<file path="config.mk">
export PLATFORM = sky130hd
export DESIGN_NAME = lz77td_ctrl
export DESIGN_NICKNAME = d
export VERILOG_FILES = /design/src/sv/lz77td_pkg.sv /design/src/sv/lz77td_ctrl.sv
export VERILOG_INCLUDE_DIRS = /design/src /design/src/sv
export SDC_FILE = /design/constraint.sdc
export NUM_CORES = 1
export LEC_CHECK = 0
export BUFFER_PORTS_ARGS = -buffer_cell sky130_fd_sc_hd__buf_2
export CAP_MARGIN = 20
export CORE_UTILIZATION = 50
export DETAILED_ROUTE_END_ITERATION = 16
export HOLD_SLACK_MARGIN = 0.12
export PLACE_DENSITY = 0.79
export REMOVE_ABC_BUFFERS = 1
export SLEW_MARGIN = 25
export SYNTH_ARGS = -nofsm -noshare
export SYNTH_HDL_FRONTEND = slang
export SYNTH_SLANG_ARGS = --single-unit
export TNS_END_PERCENT = 100
</file>
<file path="constraint.sdc">
create_clock -name clock -period 4.1 [get_ports clock]
set_input_delay 0.41 -clock clock [delete_from_list [all_inputs] [get_ports clock]]
set_output_delay 0.41 -clock clock [all_outputs]
set_load 0.005 [all_outputs]
</file>
<file path="src/sv/assert_macros.svh">
// Assertion helpers shared by the decompressor modules.
// Each macro takes a label, the clock, the reset, an antecedent and a consequent.
`ifndef ASSERT_MACROS_SVH
`define ASSERT_MACROS_SVH

`ifndef NO_ASSERTIONS

`define ASSERT_IMPL(lbl, clk, rst, ante, cons) \
   lbl: assert property (@(posedge clk) disable iff (rst) (ante) |-> (cons)) \
      else $error("same-cycle check failed");

`define ASSERT_NEXT(lbl, clk, rst, ante, cons) \
   lbl: assert property (@(posedge clk) disable iff (rst) (ante) |=> (cons)) \
      else $error("next-cycle check failed");

`else

`define ASSERT_IMPL(lbl, clk, rst, ante, cons)

`define ASSERT_NEXT(lbl, clk, rst, ante, cons)

`endif

`endif

</file>
<file path="src/sv/lz77td_pkg.sv">
package lz77td_pkg;

   // History store geometry; the depth is a power of two so pointers wrap freely.
   localparam int HIST_DEPTH  = 65536;
   localparam int HIST_ADDR_W = $clog2(HIST_DEPTH);

   // Decompressed bytes carried by one result.
   localparam int LANES      = 4;
   localparam int LANE_IDX_W = $clog2(LANES);
   localparam int LANE_CNT_W = $clog2(LANES + 1);

   // Flag byte value that opens a copy token.
   localparam logic [7:0] FLAG_COPY = 8'd1;

   // Saturation value of the produced-byte count.
   localparam logic [15:0] PRODUCED_MAX = 16'hFFFF;

   typedef enum logic [1:0] {
      ERR_NONE  = 2'd0,
      ERR_TRUNC = 2'd1,
      ERR_DIST  = 2'd2
   } err_code_type;

   typedef enum logic [2:0] {
      PH_FLAG = 3'd0,
      PH_LIT  = 3'd1,
      PH_DHI  = 3'd2,
      PH_DLO  = 3'd3,
      PH_LEN  = 3'd4,
      PH_SKIP = 3'd5
   } phase_type;

   typedef enum logic [2:0] {
      ST_IDLE,
      ST_DECODE,
      ST_COPY_RD,
      ST_COPY_WR,
      ST_EMIT
   } state_type;

   typedef struct packed {
      logic [7:0] in_byte;
      logic       stream_last;
   } req_payload_type;

   typedef struct packed {
      logic [7:0] out_byte0;
      logic [7:0] out_byte1;
      logic [7:0] out_byte2;
      logic [7:0] out_byte3;
      logic [2:0] out_count;
      logic       run_last;
      logic       stream_end;
      logic [1:0] error_code;
   } rsp_payload_type;

   // Commands from the controller to the datapath.
   typedef struct packed {
      logic         latch_in;
      logic         load_dhi;
      logic         load_dlo;
      logic         write_lit;
      logic         load_len;
      logic         copy_rd;
      logic         copy_wr;
      logic         emit;
      err_code_type emit_err;
      logic         emit_final;
      logic         clear_stream;
   } cmd_type;

   // Status from the datapath to the controller.
   typedef struct packed {
      logic       in_last;
      logic       is_copy_flag;
      logic       len_zero;
      logic       dist_bad;
      logic       rem_is_one;
      logic       lane_last_slot;
      logic       rsp_free;
   } status_type;

endpackage

</file>
<file path="src/sv/lz77td_ctrl.sv">
`include "assert_macros.svh"

module lz77td_ctrl (
   input  logic                  clock,
   input  logic                  reset,
   input  logic                  req_valid,
   output logic                  req_stall,
   input  lz77td_pkg::status_type status,
   output lz77td_pkg::cmd_type    cmd
);

   lz77td_pkg::state_type    state_ff, state_in;
   lz77td_pkg::phase_type    phase_ff, phase_in;
   lz77td_pkg::err_code_type err_ff, err_in;
   logic                     final_ff, final_in;

   // Control registers.
   always_ff @(posedge clock) begin
      if (reset) begin
         state_ff <= lz77td_pkg::ST_IDLE;
         phase_ff <= lz77td_pkg::PH_FLAG;
         err_ff   <= lz77td_pkg::ERR_NONE;
         final_ff <= 1'b0;
      end else begin
         state_ff <= state_in;
         phase_ff <= phase_in;
         err_ff   <= err_in;
         final_ff <= final_in;
      end
   end

   // Next state, parse phase and pending result flags.
   always_comb begin
      state_in = state_ff;
      phase_in = phase_ff;
      err_in   = err_ff;
      final_in = final_ff;
      case (state_ff)
         lz77td_pkg::ST_IDLE: begin
            if (req_valid) begin
               state_in = lz77td_pkg::ST_DECODE;
            end
         end
         lz77td_pkg::ST_DECODE: begin
            err_in   = lz77td_pkg::ERR_NONE;
            final_in = 1'b1;
            state_in = lz77td_pkg::ST_IDLE;
            case (phase_ff)
               lz77td_pkg::PH_LIT: begin
                  phase_in = lz77td_pkg::PH_FLAG;
                  state_in = lz77td_pkg::ST_EMIT;
               end
               lz77td_pkg::PH_DHI: begin
                  if (status.in_last) begin
                     err_in   = lz77td_pkg::ERR_TRUNC;
                     state_in = lz77td_pkg::ST_EMIT;
                  end else begin
                     phase_in = lz77td_pkg::PH_DLO;
                  end
               end
               lz77td_pkg::PH_DLO: begin
                  if (status.in_last) begin
                     err_in   = lz77td_pkg::ERR_TRUNC;
                     state_in = lz77td_pkg::ST_EMIT;
                  end else begin
                     phase_in = lz77td_pkg::PH_LEN;
                  end
               end
               lz77td_pkg::PH_LEN: begin
                  phase_in = lz77td_pkg::PH_FLAG;
                  if (status.dist_bad) begin
                     err_in   = lz77td_pkg::ERR_DIST;
                     state_in = lz77td_pkg::ST_EMIT;
                  end else if (!status.len_zero) begin
                     state_in = lz77td_pkg::ST_COPY_RD;
                  end else if (status.in_last) begin
                     state_in = lz77td_pkg::ST_EMIT;
                  end
               end
               lz77td_pkg::PH_SKIP: begin
                  if (status.in_last) begin
                     state_in = lz77td_pkg::ST_EMIT;
                  end
               end
               default: begin
                  // Expecting a flag byte; unused phase codes behave the same.
                  if (status.in_last) begin
                     err_in   = lz77td_pkg::ERR_TRUNC;
                     state_in = lz77td_pkg::ST_EMIT;
                  end else if (status.is_copy_flag) begin
                     phase_in = lz77td_pkg::PH_DHI;
                  end else begin
                     phase_in = lz77td_pkg::PH_LIT;
                  end
               end
            endcase
         end
         lz77td_pkg::ST_COPY_RD: begin
            state_in = lz77td_pkg::ST_COPY_WR;
         end
         lz77td_pkg::ST_COPY_WR: begin
            if (status.rem_is_one) begin
               final_in = 1'b1;
               state_in = lz77td_pkg::ST_EMIT;
            end else if (status.lane_last_slot) begin
               final_in = 1'b0;
               state_in = lz77td_pkg::ST_EMIT;
            end else begin
               state_in = lz77td_pkg::ST_COPY_RD;
            end
         end
         lz77td_pkg::ST_EMIT: begin
            if (status.rsp_free) begin
               if (!final_ff) begin
                  state_in = lz77td_pkg::ST_COPY_RD;
               end else begin
                  state_in = lz77td_pkg::ST_IDLE;
                  if (status.in_last) begin
                     phase_in = lz77td_pkg::PH_FLAG;
                  end else if (err_ff != lz77td_pkg::ERR_NONE) begin
                     phase_in = lz77td_pkg::PH_SKIP;
                  end
               end
            end
         end
         default: begin
            state_in = lz77td_pkg::ST_IDLE;
         end
      endcase
   end

   // Commands to the datapath.
   always_comb begin
      cmd            = '0;
      cmd.emit_err   = err_ff;
      cmd.emit_final = final_ff;
      req_stall      = (state_ff != lz77td_pkg::ST_IDLE);
      case (state_ff)
         lz77td_pkg::ST_IDLE: begin
            cmd.latch_in = req_valid;
         end
         lz77td_pkg::ST_DECODE: begin
            case (phase_ff)
               lz77td_pkg::PH_LIT: cmd.write_lit = 1'b1;
               lz77td_pkg::PH_DHI: cmd.load_dhi = 1'b1;
               lz77td_pkg::PH_DLO: cmd.load_dlo = 1'b1;
               lz77td_pkg::PH_LEN: cmd.load_len = !status.dist_bad;
               default: cmd = cmd;
            endcase
         end
         lz77td_pkg::ST_COPY_RD: begin
            cmd.copy_rd = 1'b1;
         end
         lz77td_pkg::ST_COPY_WR: begin
            cmd.copy_wr = 1'b1;
         end
         lz77td_pkg::ST_EMIT: begin
            cmd.emit         = status.rsp_free;
            cmd.clear_stream = status.rsp_free && final_ff && status.in_last;
         end
         default: begin
            cmd = cmd;
         end
      endcase
   end

   // A history read always completes with a write in the following cycle.
   `ASSERT_NEXT(a_rd_then_wr, clock, reset, state_ff == lz77td_pkg::ST_COPY_RD,
                state_ff == lz77td_pkg::ST_COPY_WR)
   // Input is discarded only after an invalid distance was reported.
   `ASSERT_IMPL(a_skip_after_error, clock, reset,
                phase_ff != lz77td_pkg::PH_SKIP && phase_in == lz77td_pkg::PH_SKIP,
                err_ff == lz77td_pkg::ERR_DIST)
   // A pending result that is not the last of its byte only follows a copy.
   `ASSERT_NEXT(a_partial_from_copy, clock, reset,
                state_ff == lz77td_pkg::ST_EMIT && !final_ff && status.rsp_free,
                state_ff == lz77td_pkg::ST_COPY_RD)

endmodule

</file>
; ---- Word level (Yosys, flattened, before mapping)
; Cells that the tools add are included.
[classes]
n_eq_ne = 18
muxes = 36
reduce_logical = 13
[op_table]
columns = cell, n
row1 = $mux 3, 14
row2 = $ne 3x3->1 const B, 5
row3 = $pmux 3 s5, 1
row4 = $eq 3x2->1 const B, 4
row5 = $mux 1, 12
row6 = $pmux 3 s2, 2
row7 = $pmux 3 s4, 1
row8 = $eq 3x3->1 const B, 3
row9 = $ne 2x2->1 const B, 4
row10 = $reduce_and 8->1, 1
row11 = $eq 3x1->1 const B, 2
row12 = $mux 2, 3
row13 = $reduce_bool 2->1, 3
row14 = $mux 4, 1
row15 = $pmux 2 s2, 1
row16 = $reduce_and 2->1, 2
row17 = $reduce_or 2->1, 2
row18 = $logic_not 3->1, 1
row19 = $reduce_bool 3->1, 1
row20 = $logic_and 1x1->1, 2
row21 = $pmux 1 s2, 1
row22 = $logic_not 1->1, 1
[word_totals]
reg_bits = 9
output_inout_bits = 13
elab_cells = 71

; ---- Longest topological paths before layout
[depth]
depth_word = 6
depth_mapped = 6
mapped_depth_nobuf = 4

; ---- Least setup slack after synthesis
; OpenSTA, ideal clock, no wires.
[synth_timing]
path_kind = register -> register
from = register state_ff[0]
to = register phase_ff[0]
t_arrival_ns = 1.364
slack_ns = 2.650
stages_incl_launch_ff = 6
cell_sequence = dfxtp_1 buf_4 and4bb_4 a32oi_2 or2_4 a211oi_1
[synth_via]
elab_chain_cells = 3
[synth_lines]
columns = element, line
row1 = "start, declared", lz77td_ctrl.sv:12  ; lz77td_pkg::state_type state_ff, state_in;
row2 = "start signal, assigned", lz77td_ctrl.sv:20  ; state_ff <= lz77td_pkg::ST_IDLE;
row3 = "start signal, assigned", lz77td_ctrl.sv:25  ; state_ff <= state_in;
row4 = $eq 3x1->1 or $eq 3x3->1 (tied branches), lz77td_ctrl.sv:38  ; case (state_ff)
row5 = $ne 3x3->1 (no line) (tied with other cells), --
row6 = $reduce_and 8->1 (no line), --
row7 = "end signal, assigned", lz77td_ctrl.sv:21  ; phase_ff <= lz77td_pkg::PH_FLAG;
row8 = "end signal, assigned", lz77td_ctrl.sv:26  ; phase_ff <= phase_in;
row9 = "end, declared", lz77td_ctrl.sv:13  ; lz77td_pkg::phase_type phase_ff, phase_in;
; Several ways; a longest one is shown, not always the timed one.
; A chain may end at the register's enable or synchronous reset.

==> results.json <==
{
  "path_buf_inv": 1,
  "worstSetupPathType": "register to primary output",
  "cp-start-kind": "register",
  "start_util": 0.538,
  "place_congestion": 0.767,
  "clk_pin_slew_ns": 0.07,
  "yosys_warnings": 0,
  "fin_cells": 120,
  "clock_skew_ns": 0.0136,
  "whs_path_depth": 3,
  "mappedNetlistArea_um2": 701,
  "hold_violations": 0,
  "topRoutingLayerUsed": "met4",
  "cp_data_required_time_ns": 3.69,
  "die_w_um": 39.4,
  "max_freq_mhz": 514,
  "diodes": 0,
  "worst_hold_path_type": "primary input to register",
  "period_minus_slack_ns": 1.95,
  "worstHoldStart": "status[2]",
  "routed-wl-met2_um": 676,
  "dp_cells": 116,
  "die_area_um2": 1560,
  "arrival_ns": 1.54,
  "io_buffers": 22,
  "period_share": 0.474,
  "finalSetupTns_ns": 0,
  "rows": 13,
  "power.switching_mw": 0.0704,
  "hpwlAfterDp_mm": 1.10,
  "clk_path_buf_depth": 2,
  "crit_family": "simple AND/OR/NAND/NOR gates",
  "grt_max_degree": 15,
  "outcome": "complete, no violations",
  "ys_seq_area_frac": 0.257,
  "synth.distinct_cells": 38,
  "htree_levels": 1,
  "reg2reg_depth": 4,
  "fillers": 120,
  "overflow": 0,
  "drv_slew": 0,
  "cts-resized-gates": 0,
  "grt_pass1_wl_mm": 2.48,
  "num-nets-final": 116,
  "cts_sinks": 9,
  "clkLatencyLatePin_ns": 0.27,
  "synthAdderAreaFrac": 0,
  "whs_ns": 0.406,
  "critPathCaptureType": "primary output",
  "syn_inst": 87,
  "cts_tree": "done",
  "ys_ff_latch": 9,
  "timing.rr.end": "phase_ff[2]",
  "synthXorXnorAreaFrac": 0.0125,
  "intPower_mw": 0.157,
  "grt_usage": 0.239,
  "drc": 0,
  "seq_area_um2": 180,
  "swShare": 0.310,
  "regToRegStartpoint": "state_ff[0]",
  "synth_ff_type": "dfxtp_1",
  "rsz0062_at_grt": "false",
  "cpPeakStageDelay_ns": 0.48,
  "syn-mean-instance-area_um2": 8.05,
  "coreArea_um2": 1300,
  "synth-edff-count": 0,
  "crit_chain": "nor3b_4 > nand3_2 > nor2_1 > buf_2",
  "power.density_nw_per_um2": 284,
  "ios": 23,
  "maxCapViolCount": 0,
  "grt_pass1_vias": 564,
  "worstMarginPinSlew_ns": 0.456,
  "cts-buffers-inserted": 3,
  "crit_slowest_cell": "nor3b_4",
  "drt-wirelength-per-cell_um": 12.5,
  "peakVddDrop_mv": 0.243,
  "vias": 685,
  "clockPowerShare": 0.309,
  "reg2reg_slack_ns": 2.39,
  "synth_top_family_by_area": "simple AND/OR/NAND/NOR gates",
  "detail-route-antenna-nets": 0,
  "die_h_um": 39.4,
  "finalInstanceArea_um2": 800,
  "post-cts-setup-buffers": 0,
  "crit_fanout": 12,
  "synth_compound_area_frac": 0.254,
  "muxShareOfSynthArea": 0,
  "combPwrFrac": 0.230,
  "holdPathEnd": "final_ff",
  "vias_per_cell": 5.71,
  "setup_viol": 0,
  "drt_iter0_drc": 17,
  "seq_power_share": 0.461,
  "syn2layout_area_growth_pct": 14.1,
  "first_pass_iters": 4,
  "finalWirelength_mm": 1.50,
  "drive_above_1_share": 0.324,
  "ys_async_sr_fraction": 0,
  "post_dp_cell_area_um2": 773,
  "synth-simple-area-share": 0.375,
  "p_leak_nw": 0.361,
  "cts_hold_buffers": 0,
  "antenna_found_initial": 0,
  "cts-root-buf": "clkbuf_4",
  "wl_met3_um": 67,
  "wl_met1_um": 744,
  "multi_input_area_um2": 449,
  "max_slew_margin": 0.696
}
==> power by group through the flow <==
| stage | Clock, mW | Sequential, mW | Combinational, mW |
|---|---|---|---|
| finish | 0.0702 | 0.105 | 0.0523 |
| global route | 0.0771 | 0.106 | 0.0591 |
| CTS | 0.0715 | 0.105 | 0.0525 |
| detailed placement | 0 | 0.107 | 0.0522 |
| global placement | 0 | 0.106 | 0.0517 |
| floorplan | 0 | 0.104 | 0.0354 |
==> worst max-delay path by stage <==
stage | from | to | slack, ns | cells past startpoint
2_1_floorplan | state_ff[0] | state_ff[1] | 2.61 | 4
3_3_place_gp | state_ff[0] | state_ff[1] | 2.46 | 4
3_5_place_dp | state_ff[0] | state_ff[1] | 2.41 | 4
4_1_cts | state_ff[0] | cmd[7] | 2.14 | 4
5_1_grt | state_ff[0] | cmd[8] | 1.97 | 4
6_report | state_ff[0] | cmd[7] | 2.15 | 4
==> routing by layer <==
metal / global-route usage / vias up
met2: 0.328 / 15
met5: 0 / -
met1: 0.321 / 314
li1: - / 354
met3: 0.102 / 2
met4: 0.0948 / 0
==> metrics by stage <==
step	setup WS [ns]	total power, mW	util
6_report	2.15	0.227	0.614
5_1_grt	1.97	0.242	0.614
4_1_cts	2.14	0.229	0.614
3_5_place_dp	2.41	0.159	0.594
3_3_place_gp	2.46	0.158	0.594
2_1_floorplan	2.61	0.139	-
==> sequential cells by signal, summed over array words and instances (netlist names) <==
signal and count:
err_ff 2, final_ff 1, phase_ff 3, state_ff 3
==> cell usage in the layout (no fill, tap or decap), drive strengths merged, types with 2 or more instances in the layout <==
| cell type | instances |
|---|---|
| nor2 | 11 |
| clkbuf | 4 |
| nor2b | 3 |
| a21oi | 5 |
| o21ai | 5 |
| dfxtp | 9 |
| nand2 | 3 |
| nor3b | 3 |
| buf | 22 |
| nand2b | 3 |
| a211oi | 3 |
| inv | 4 |
| and3 | 4 |
| a31oi | 2 |
| or3 | 4 |
| nor4 | 3 |
==> kinds of logic after synthesis <==
| logic type | count (synthesis) |
|---|---|
| compound gates | 24 |
| xor+xnor | 1 |
| simple gates | 41 |
| buf+inv | 12 |
| flops | 9 |
==> cell type report <==
class                      count  area share
multi-input combinational     66       0.562
sequential                     9       0.225
inverter                       4      0.0188
tap                           15      0.0235
timing repair buffer          22       0.138
clock buffer                   4      0.0329
==> worst min-delay path, stage by stage <==
cell	delay [ns]
buf_2	0.11
nand2_1	0.05
a21oi_1	0.06
==> Yosys cell counts (2+ instances only) <==
library cell,number,area [um2]
a211oi_1,3,22.5
a21oi_1,5,25.0
a31oi_1,2,12.5
and3_1,3,18.8
buf_2,3,15.0
buf_4,2,15.0
buf_6,2,22.5
dfxtp_1,9,180
inv_1,4,15.0
nand2_1,3,11.3
nand2b_1,3,18.8
nor2_1,11,41.3
nor2b_1,3,18.8
nor3b_1,2,15.0
nor4_1,3,18.8
o21ai_0,5,25.0
or3_1,3,18.8
No activity file was read; power rests on OpenSTA's default activity.
